### config.mk
export PLATFORM = sky130hd
export DESIGN_NAME = realized_variance_accumulator_top_flat
export DESIGN_NICKNAME = d
export VERILOG_FILES = /design/src/rtl/rva_pkg.sv /design/src/rtl/rva_stream_if.sv /design/src/rtl/realized_variance_accumulator_top.sv /design/src/rtl/rva_divider.sv /design/src/rtl/rva_core.sv /design/src/rtl/rva_regs.sv /design/src/flat_wrapper.sv
export SDC_FILE = /design/constraint.sdc
export NUM_CORES = 2
export LEC_CHECK = 0
export BUFFER_PORTS_ARGS = -buffer_cell sky130_fd_sc_hd__buf_4
export CAP_MARGIN = 20
export CORE_AREA = 2 2 416 418
export DETAILED_ROUTE_END_ITERATION = 10
export DIE_AREA = 0 0 418 420
export PLACE_DENSITY = 0.66
export SLEW_MARGIN = 10
export SYNTH_ARGS = -nofsm -noshare
export SYNTH_HDL_FRONTEND = slang
export SYNTH_SLANG_ARGS = --single-unit
### constraint.sdc
create_clock -name clk -period 13.8 [get_ports clk]
set_input_delay 2.07 -clock clk [delete_from_list [all_inputs] [get_ports clk]]
set_output_delay 2.07 -clock clk [all_outputs]
set_load 0.05 [all_outputs]
### src/rtl/rva_pkg.sv
// ----------------------------------------------------------------------------
// rva_pkg
// types and constants of the realized variance accumulator
// ----------------------------------------------------------------------------
package rva_pkg;

    localparam logic [2:0] ST_ACCRUED   = 3'd0;
    localparam logic [2:0] ST_SEEDED    = 3'd1;
    localparam logic [2:0] ST_CLOSED    = 3'd2;
    localparam logic [2:0] ST_REJECTED  = 3'd3;
    localparam logic [2:0] ST_RESTARTED = 3'd4;

    localparam logic [31:0] LN2_Q32 = 32'hB17217F8;

    localparam logic [0:0] REG_ANNUALIZATION = 1'b0;
    localparam logic [0:0] REG_OBS_TOTAL     = 1'b1;

    typedef enum logic [3:0] {
        S_IDLE,
        S_NORM,
        S_SQUARE,
        S_NEXT_LOG,
        S_LN_HI,
        S_LN_LO,
        S_SQR,
        S_ACC,
        S_ANN_HI,
        S_ANN_LO,
        S_DIV_GO,
        S_DIV,
        S_OUT
    } state_t;

    typedef struct packed {
        logic [31:0] variance;
        logic [15:0] obs_done;
        logic [2:0]  status;
        logic        desync;
        logic        saturated;
    } result_t;

    typedef struct packed {
        logic        new_series;
        logic [31:0] spot_price;
    } request_t;

endpackage

### src/rtl/rva_stream_if.sv
// ----------------------------------------------------------------------------
// rva_stream_if
// valid/ready channel carrying one payload
// ----------------------------------------------------------------------------
interface rva_stream_if #(
    parameter type payload_t = logic
);
    logic     valid;
    logic     ready;
    payload_t data;

    modport source (output valid, output data, input ready);
    modport sink (input valid, input data, output ready);
endinterface

### src/rtl/realized_variance_accumulator_top.sv
// ----------------------------------------------------------------------------
// realized_variance_accumulator_top
// realized variance of one price series, iterative fixed-point engine
// ----------------------------------------------------------------------------
// channel   dir  payload
// req       in   new_series, spot_price
// res       out  variance, obs_done, status, desync, saturated
// apb       in   annualization @0x0, obs_total @0x4
//
// an accruing price runs from accept to result valid through two log2 runs of L
// squarings on the shared multiplier, L being LOG_ITERATIONS clamped to 16..48,
// seven scale and accumulate steps, a serial 64 by 16 bit divide and the output state
// restart, zero, seed and closed requests go straight to the output state
// the result waits in an output register; the next request is taken once it leaves
// rst_n clears all series state and sets both registers to 252
module realized_variance_accumulator_top
    import rva_pkg::*;
#(
    parameter int LOG_ITERATIONS = 32
)
(
    input  logic        clk,
    input  logic        rst_n,
    rva_stream_if.sink   req,
    rva_stream_if.source res,
    input  logic        psel,
    input  logic        penable,
    input  logic        pwrite,
    input  logic [2:0]  paddr,
    input  logic [31:0] pwdata,
    output logic [31:0] prdata,
    output logic        pready
);

    logic [15:0] annualization, obs_total;
    logic        busy, done;
    result_t     core_res;
    logic        out_valid_reg;
    result_t     out_reg;

    rva_regs u_regs (
        .clk           (clk),
        .rst_n         (rst_n),
        .psel          (psel),
        .penable       (penable),
        .pwrite        (pwrite),
        .paddr         (paddr),
        .pwdata        (pwdata),
        .prdata        (prdata),
        .pready        (pready),
        .annualization (annualization),
        .obs_total     (obs_total)
    );

    rva_core #(.LOG_ITERATIONS(LOG_ITERATIONS)) u_core (
        .clk           (clk),
        .rst_n         (rst_n),
        .start         (req.valid && req.ready),
        .req           (req.data),
        .annualization (annualization),
        .obs_total     (obs_total),
        .busy          (busy),
        .done          (done),
        .res           (core_res)
    );

    assign req.ready = !busy && !out_valid_reg;

    always_ff @(posedge clk or negedge rst_n)
    begin
        if (!rst_n)
        begin
            out_valid_reg <= 1'b0;
        end
        else if (done)
        begin
            out_valid_reg <= 1'b1;
        end
        else if (res.ready)
        begin
            out_valid_reg <= 1'b0;
        end
    end

    always_ff @(posedge clk)
    begin
        if (done)
        begin
            out_reg <= core_res;
        end
    end

    assign res.valid = out_valid_reg;
    assign res.data  = out_reg;

endmodule

### src/rtl/rva_divider.sv
// ----------------------------------------------------------------------------
// rva_divider
// radix-2 restoring divider, 64 by 16 bits, one quotient bit a cycle
// ----------------------------------------------------------------------------
module rva_divider
    import rva_pkg::*;
(
    input  logic        clk,
    input  logic        rst_n,
    input  logic        start,
    input  logic [63:0] dividend,
    input  logic [15:0] divisor,
    output logic        done,
    output logic [63:0] quotient
);

    logic [63:0] quo_reg, quo_next;
    logic [16:0] rem_reg, rem_next;
    logic [15:0] div_reg;
    logic [6:0]  cnt_reg, cnt_next;
    logic        busy_reg, busy_next;
    logic [16:0] trial;
    logic [17:0] diff;

    always_comb
    begin
        trial     = {rem_reg[15:0], quo_reg[63]};
        diff      = {1'b0, trial} - {2'b00, div_reg};
        quo_next  = quo_reg;
        rem_next  = rem_reg;
        cnt_next  = cnt_reg;
        busy_next = busy_reg;
        if (start)
        begin
            busy_next = 1'b1;
            cnt_next  = 7'd0;
            rem_next  = '0;
            quo_next  = dividend;
        end
        else if (busy_reg)
        begin
            if (!diff[17])
            begin
                rem_next = diff[16:0];
                quo_next = {quo_reg[62:0], 1'b1};
            end
            else
            begin
                rem_next = trial;
                quo_next = {quo_reg[62:0], 1'b0};
            end
            cnt_next = cnt_reg + 7'd1;
            if (cnt_reg == 7'd63)
            begin
                busy_next = 1'b0;
            end
        end
    end

    always_ff @(posedge clk or negedge rst_n)
    begin
        if (!rst_n)
        begin
            busy_reg <= 1'b0;
            cnt_reg  <= '0;
        end
        else
        begin
            busy_reg <= busy_next;
            cnt_reg  <= cnt_next;
        end
    end

    always_ff @(posedge clk)
    begin
        quo_reg <= quo_next;
        rem_reg <= rem_next;
        if (start)
        begin
            div_reg <= divisor;
        end
    end

    assign done     = busy_reg && (cnt_reg == 7'd63);
    assign quotient = quo_next;

endmodule

### src/rtl/rva_core.sv
// ----------------------------------------------------------------------------
// rva_core
// sequencer around one shared 33x33 multiplier: log2 squarings, ln2 scale,
// return square, annualization, then a serial divide
// ----------------------------------------------------------------------------
module rva_core
    import rva_pkg::*;
#(
    parameter int LOG_ITERATIONS = 32
)
(
    input  logic        clk,
    input  logic        rst_n,
    input  logic        start,
    input  request_t    req,
    input  logic [15:0] annualization,
    input  logic [15:0] obs_total,
    output logic        busy,
    output logic        done,
    output result_t     res
);

    localparam int LOG_FRAC = (LOG_ITERATIONS < 16) ? 16 :
                              ((LOG_ITERATIONS > 48) ? 48 : LOG_ITERATIONS);
    localparam int LW = LOG_FRAC + 6;
    localparam int IW = $clog2(LOG_FRAC + 1);

    state_t state_reg, state_next;

    logic [31:0] prev_reg;
    logic        seeded_reg;
    logic [63:0] sum_reg;
    logic [15:0] count_reg;
    logic        desync_reg;
    logic [31:0] var_reg;

    logic [31:0] spot_reg;
    logic        which_reg;        // 0: log of spot, 1: log of previous
    logic [32:0] m_reg;
    logic [LOG_FRAC-1:0] frac_reg;
    logic [4:0]  p_reg;
    logic [IW-1:0] it_reg;
    logic signed [LW-1:0] la_reg;
    logic [LW-1:0] mag_reg;
    logic [63:0] acc_reg;
    logic [31:0] r_reg;
    logic [2:0]  status_reg;

    // shared multiplier
    logic [32:0] mul_a, mul_b;
    logic [65:0] prod;
    assign prod = mul_a * mul_b;

    logic [31:0] src;
    logic [4:0]  lead;
    logic [65:0] sq_shift;
    logic signed [LW-1:0] log_val;
    logic signed [LW-1:0] diff;
    logic [63:0] mag32;
    logic [64:0] sum_add;
    logic [63:0] term;

    logic        div_start, div_done;
    logic [63:0] div_q;

    rva_divider u_div (
        .clk      (clk),
        .rst_n    (rst_n),
        .start    (div_start),
        .dividend (acc_reg),
        .divisor  (count_reg),
        .done     (div_done),
        .quotient (div_q)
    );

    always_comb
    begin
        src  = which_reg ? prev_reg : spot_reg;
        lead = 5'd0;
        for (int i = 0; i < 32; i++)
        begin
            if (src[i])
            begin
                lead = 5'(i);
            end
        end
        sq_shift = prod >> 31;
        log_val  = $signed(LW'($signed({1'b0, p_reg}) - 7'sd16) <<< LOG_FRAC)
                 + $signed({1'b0, frac_reg});
        diff     = la_reg - log_val;
        if (LOG_FRAC >= 32)
        begin
            mag32 = 64'(mag_reg >> (LOG_FRAC - 32));
        end
        else
        begin
            mag32 = 64'(mag_reg) << (32 - LOG_FRAC);
        end
        term    = 64'((prod + 66'd8) >> 4);
        // squared return is held in acc_reg from the cycle before
        sum_add = {1'b0, sum_reg} + {1'b0, acc_reg};

        mul_a = '0;
        mul_b = '0;
        unique case (state_reg)
            S_SQUARE:
            begin
                mul_a = m_reg;
                mul_b = m_reg;
            end
            S_LN_HI:
            begin
                mul_a = {1'b0, mag32[63:32]};
                mul_b = {1'b0, LN2_Q32};
            end
            S_LN_LO:
            begin
                mul_a = {1'b0, mag32[31:0]};
                mul_b = {1'b0, LN2_Q32};
            end
            S_SQR:
            begin
                mul_a = {1'b0, r_reg};
                mul_b = {1'b0, r_reg};
            end
            S_ANN_HI:
            begin
                mul_a = {1'b0, sum_reg[63:32]};
                mul_b = {17'd0, annualization};
            end
            S_ANN_LO:
            begin
                mul_a = {1'b0, sum_reg[31:0]};
                mul_b = {17'd0, annualization};
            end
            default:
            begin
            end
        endcase
    end

    always_comb
    begin
        state_next = state_reg;
        div_start  = 1'b0;
        unique case (state_reg)
            S_IDLE:
            begin
                if (start)
                begin
                    if (req.new_series || (req.spot_price == 32'd0) || !seeded_reg
                        || (count_reg >= obs_total))
                    begin
                        state_next = S_OUT;
                    end
                    else
                    begin
                        state_next = S_NORM;
                    end
                end
            end
            S_NORM:     state_next = S_SQUARE;
            S_SQUARE:
            begin
                if (it_reg == IW'(LOG_FRAC - 1))
                begin
                    state_next = S_NEXT_LOG;
                end
            end
            S_NEXT_LOG: state_next = which_reg ? S_LN_HI : S_NORM;
            S_LN_HI:    state_next = S_LN_LO;
            S_LN_LO:    state_next = S_SQR;
            S_SQR:      state_next = S_ACC;
            S_ACC:      state_next = S_ANN_HI;
            S_ANN_HI:   state_next = S_ANN_LO;
            S_ANN_LO:   state_next = S_DIV_GO;
            // dividend in acc_reg is complete here
            S_DIV_GO:
            begin
                state_next = S_DIV;
                div_start  = 1'b1;
            end
            S_DIV:
            begin
                if (div_done)
                begin
                    state_next = S_OUT;
                end
            end
            S_OUT:      state_next = S_IDLE;
            default:    state_next = S_IDLE;
        endcase
    end

    always_ff @(posedge clk or negedge rst_n)
    begin
        if (!rst_n)
        begin
            state_reg  <= S_IDLE;
            prev_reg   <= '0;
            seeded_reg <= 1'b0;
            sum_reg    <= '0;
            count_reg  <= '0;
            desync_reg <= 1'b0;
            var_reg    <= '0;
            status_reg <= ST_ACCRUED;
        end
        else
        begin
            state_reg <= state_next;
            if (state_reg == S_IDLE && start)
            begin
                if (req.new_series)
                begin
                    prev_reg   <= '0;
                    seeded_reg <= 1'b0;
                    sum_reg    <= '0;
                    count_reg  <= '0;
                    desync_reg <= 1'b0;
                    var_reg    <= '0;
                    status_reg <= ST_RESTARTED;
                end
                else if (req.spot_price == 32'd0)
                begin
                    desync_reg <= 1'b1;
                    status_reg <= ST_REJECTED;
                end
                else if (!seeded_reg)
                begin
                    prev_reg   <= req.spot_price;
                    seeded_reg <= 1'b1;
                    status_reg <= ST_SEEDED;
                end
                else if (count_reg >= obs_total)
                begin
                    status_reg <= ST_CLOSED;
                end
                else
                begin
                    status_reg <= ST_ACCRUED;
                end
            end
            if (state_reg == S_ACC)
            begin
                sum_reg   <= sum_add[64] ? '1 : sum_add[63:0];
                count_reg <= count_reg + 16'd1;
                prev_reg  <= spot_reg;
            end
            if (state_reg == S_DIV && div_done)
            begin
                var_reg <= (div_q[63:32] != 32'd0) ? '1 : div_q[31:0];
            end
        end
    end

    always_ff @(posedge clk)
    begin
        unique case (state_reg)
            S_IDLE:
            begin
                spot_reg  <= req.spot_price;
                which_reg <= 1'b0;
            end
            S_NORM:
            begin
                p_reg    <= lead;
                m_reg    <= {1'b0, src << (5'd31 - lead)};
                frac_reg <= '0;
                it_reg   <= '0;
            end
            S_SQUARE:
            begin
                it_reg <= it_reg + IW'(1);
                if (sq_shift[32])
                begin
                    m_reg    <= sq_shift[33:1];
                    frac_reg <= {frac_reg[LOG_FRAC-2:0], 1'b1};
                end
                else
                begin
                    m_reg    <= sq_shift[32:0];
                    frac_reg <= {frac_reg[LOG_FRAC-2:0], 1'b0};
                end
            end
            S_NEXT_LOG:
            begin
                which_reg <= 1'b1;
                if (!which_reg)
                begin
                    la_reg <= log_val;
                end
                else
                begin
                    mag_reg <= diff[LW-1] ? LW'(-diff) : LW'(diff);
                end
            end
            S_LN_HI: acc_reg <= 64'(prod);
            S_LN_LO:
            begin
                r_reg <= 32'((acc_reg + 64'(prod >> 32) + 64'd32) >> 6);
            end
            S_SQR:    acc_reg <= term;
            S_ANN_HI: acc_reg <= 64'(prod) << 8;
            S_ANN_LO: acc_reg <= acc_reg + 64'(prod >> 24);
            default:
            begin
            end
        endcase
    end

    assign busy = (state_reg != S_IDLE);
    assign done = (state_reg == S_OUT);

    always_comb
    begin
        res.variance  = var_reg;
        res.obs_done  = count_reg;
        res.status    = status_reg;
        res.desync    = desync_reg;
        res.saturated = (sum_reg == '1) || (var_reg == '1);
    end

endmodule

### src/rtl/rva_regs.sv
// ----------------------------------------------------------------------------
// rva_regs
// apb configuration registers
// ----------------------------------------------------------------------------
module rva_regs
    import rva_pkg::*;
(
    input  logic        clk,
    input  logic        rst_n,
    input  logic        psel,
    input  logic        penable,
    input  logic        pwrite,
    input  logic [2:0]  paddr,
    input  logic [31:0] pwdata,
    output logic [31:0] prdata,
    output logic        pready,
    output logic [15:0] annualization,
    output logic [15:0] obs_total
);

    logic [15:0] ann_reg, tot_reg;
    logic        wr;

    assign wr     = psel && penable && pwrite;
    assign pready = 1'b1;

    always_ff @(posedge clk or negedge rst_n)
    begin
        if (!rst_n)
        begin
            ann_reg <= 16'd252;
            tot_reg <= 16'd252;
        end
        else if (wr && paddr[1:0] == 2'b00)
        begin
            unique case (paddr[2])
                REG_ANNUALIZATION: ann_reg <= pwdata[15:0];
                REG_OBS_TOTAL:     tot_reg <= pwdata[15:0];
                default:
                begin
                end
            endcase
        end
    end

    always_comb
    begin
        unique case (paddr[2])
            REG_ANNUALIZATION: prdata = {16'd0, ann_reg};
            REG_OBS_TOTAL:     prdata = {16'd0, tot_reg};
            default:           prdata = '0;
        endcase
    end

    assign annualization = ann_reg;
    assign obs_total     = tot_reg;

endmodule

### src/flat_wrapper.sv
// flat-port wrapper written by rule: the top's interface ports become plain ports
module realized_variance_accumulator_top_flat import rva_pkg::*;
#(
    parameter int LOG_ITERATIONS = 32
)
  (clk, rst_n, psel, penable, pwrite, paddr, pwdata, prdata, pready, req_valid, req_data, req_ready, res_valid, res_data, res_ready);
  rva_stream_if #(.payload_t(request_t)) req_i ();
  rva_stream_if #(.payload_t(result_t)) res_i ();
  input  logic clk;
  input  logic rst_n;
  input  logic psel;
  input  logic penable;
  input  logic pwrite;
  input  logic [2:0] paddr;
  input  logic [31:0] pwdata;
  output logic [31:0] prdata;
  output logic pready;
  input wire logic [$bits(req_i.valid)-1:0] req_valid;
  input wire logic [$bits(req_i.data)-1:0] req_data;
  output wire logic [$bits(req_i.ready)-1:0] req_ready;
  output wire logic [$bits(res_i.valid)-1:0] res_valid;
  output wire logic [$bits(res_i.data)-1:0] res_data;
  input wire logic [$bits(res_i.ready)-1:0] res_ready;
  assign req_i.valid = req_valid;
  assign req_i.data = req_data;
  assign req_ready = req_i.ready;
  assign res_valid = res_i.valid;
  assign res_data = res_i.data;
  assign res_i.ready = res_ready;
  realized_variance_accumulator_top #(.LOG_ITERATIONS(LOG_ITERATIONS)) u_core (.clk(clk), .rst_n(rst_n), .req(req_i), .res(res_i), .psel(psel), .penable(penable), .pwrite(pwrite), .paddr(paddr), .pwdata(pwdata), .prdata(prdata), .pready(pready));
endmodule
==> results.json <==
{
  "hold_depth": 0,
  "die_h_um": 420,
  "fin_cells": 11150,
  "routed_via_density": 5.927,
  "period_needed_ns": 13.37,
  "cts.path.max_buffers": 3,
  "path_class": "reg2reg",
  "path_max_fanout": 48,
  "worst_pin_slew_ns": 1.220,
  "r2r-start": "u_core.u_core.state_reg[0]",
  "clk_latency_ns": 0.71,
  "dp_cells": 11010,
  "clk_pin_slew_ns": 0.07,
  "max_freq_ghz": 0.07480,
  "hold_path_end": "u_core.u_core.la_reg[34]",
  "core-area_um2": 171000,
  "grt_pass1_vias": 65170,
  "final_layout_size_suffix_gt1_share_pct": 9.705,
  "maxSlewViolCount": 0,
  "initial_core_util_pct": 44.84,
  "io_buffer_count": 129,
  "irDropWorstVdd_uv": 86.31,
  "ctsHoldBuffers": 0,
  "io_pins": 163,
  "period_share_pct": 96.88,
  "powerDensity_nw_per_um2": 50.03,
  "antenna_found_initial": 5,
  "grt_pass1_wl_um": 420400,
  "grt_max_degree": 104,
  "worstHoldPathType": "reg2reg",
  "vias": 66090,
  "worst_path_most_repeated_cell": "fa_1",
  "grt_overflow": 0,
  "layout_commonest_cell": "inv_1",
  "stdcell_area_um2": 84950,
  "synthToLayoutAreaGrowth_pct": 10.80,
  "synthCells": 8657,
  "cts_tree": "yes",
  "ys_ff_latch": 623,
  "arrival_ns": 13.83,
  "reg2reg_slack_ns": 0.43,
  "ant_nets": 0,
  "finClkSkew_ns": 0.06349,
  "synthFlopType": "edfxtp_1",
  "cp-startpoint": "u_core.u_core.state_reg[0]",
  "holdWs_ns": 0.4348,
  "hold_viol": 0,
  "setup_slack_ns": 0.4310,
  "seq_area_frac_synth_pct": 22.11,
  "setup_violations": 0,
  "num_rows": 152,
  "p_leak_nw": 39.73,
  "dieArea_um2": 175600,
  "drt_iter0_markers": 7048,
  "drt_drc_violations_left": 0,
  "synth_cell_types": 107,
  "async_flop_share_pct": 31.14,
  "nets": 10410,
  "power_mw": 4.251,
  "yosys_warnings": 0,
  "route.met2.wl_um": 123500,
  "required_ns": 14.26,
  "drt_first_pass_iters": 7,
  "rr_worst_depth": 46,
  "met1Wirelength_um": 115000,
  "die_x_um": 418,
  "finalSetupTns_ns": 0,
  "clock_sinks": 623,
  "r2r_end": "u_core.u_core.acc_reg[61]",
  "placed_area_um2": 82250,
  "totalWireLength_um": 283300,
  "wl_per_cell_um": 25.41,
  "status": "completed",
  "mostFrequentLayoutCells": "inv_1 (1267), nand2_1 (968), fa_1 (962), nor2_1 (940), buf_4 (552)",
  "end_kind": "register",
  "avgSynthCellArea_um2": 8.857,
  "slowest_stage": "a22oi_1",
  "synth_area_um2": 76670,
  "synth_edf_count": 349,
  "start_kind": "register",
  "cap_viol_max_count": 0,
  "max_stage_delay_ns": 0.76,
  "hp-start": "u_core.u_core.p_reg[2]",
  "globalplace.congestion": 1.017,
  "route.met3.wl_um": 27920,
  "root_buffer": "clkbuf_16",
  "top_layer": "met4",
  "grt_usage_pct": 32.11,
  "h-tree-depth": 3,
  "rsz0062_at_grt": "no",
  "cts_made_buffers": 70,
  "utilization_pct": 49.69,
  "post-dp-hpwl_um": 229100,
  "relSlewSlack_pct": 18.67,
  "dp_slack_ns": 0.4140
}
## worst max-delay path: cells and delay by family (launching register included)
kind / cells / cell delay [ns]
xor gates and xnor gates: 1 / 0.16
AOI/OAI and AO/OA: 10 / 2.87
adders and majority gates: 10 / 4.66
DFF: 1 / 0.33
buffers and inverters: 13 / 2.22
and+or+nand+nor: 11 / 2.70
muxes: 1 / 0.11
## how the worst max path moves through the flow
stage / endpoint / slack (ns)
after floorplan: u_core.u_core.acc_reg[57] / 0.72
after global placement: u_core.u_core.acc_reg[57] / 0.50
after detailed placement: u_core.u_core.acc_reg[61] / 0.41
after CTS: u_core.u_core.acc_reg[61] / 0.32
after global routing: u_core.u_core.acc_reg[50] / 0.09
final: u_core.u_core.acc_reg[61] / 0.43
## kinds of logic (layout without fill, tap and decap cells)
family	after synthesis	in the layout	synth area share (%)
muxes	219	219	2.980
xor gates and xnor gates	311	311	3.577
buffers and inverters	1735	1974	8.633
DFF	623	623	22.11
other	2	22	0.009795
adders and majority gates	1475	1475	33.49
AOI/OAI and AO/OA	1578	1578	13.27
and+or+nand+nor	2714	2716	15.93
## cell type report
cell class	count	area (um2)
diodes	5	12.51
clock buffers	91	1922
clock inverters	39	589.3
fillers	16060	86020
inverters	1274	4788
multi-input cells	6316	53400
flip-flops and latches	623	16960
well taps	2233	2794
repair buffers	570	4492
## routing by layer
metal  GRT usage, %  up-vias
met2          48.61     3253
met4          16.53        0
met5              0        -
met1          43.39    33040
li1               -    29120
met3          6.766      684
## cells in the mapped netlist, types with 72 or more instances
master	n	share of area [%]
edfxtp_1	349	14
fa_1	962	25
xnor2_1	192	2.2
a22oi_1	79	0.77
mux2i_1	163	2.1
inv_1	1268	6.2
nand2_1	970	4.7
nor4_1	72	0.59
a21o_1	144	1.4
clkbuf_1	382	1.9
a21oi_1	443	2.9
and3_1	76	0.62
nand4_1	99	0.81
nand3_1	117	0.76
xor2_1	118	1.3
nor3_1	102	0.67
dfxtp_1	80	2.1
ha_1	513	8.4
nor2_1	944	4.6
o21ai_0	342	2.2
dfrtp_1	182	5.9
a31oi_1	88	0.72
## power by group
group          switching (mW)  total, mW  internal, mW
Combinational           0.119      0.182        0.0628
Sequential             0.0288       2.01          1.98
Clock                   0.881       2.06          1.18
## timing repair
action / in CTS / in global routing
gates resized for setup: 0 / 28
setup buffers: 0 / 2
setup endpoints to repair: 0 / 27
(Power assumes the default switching activity.)
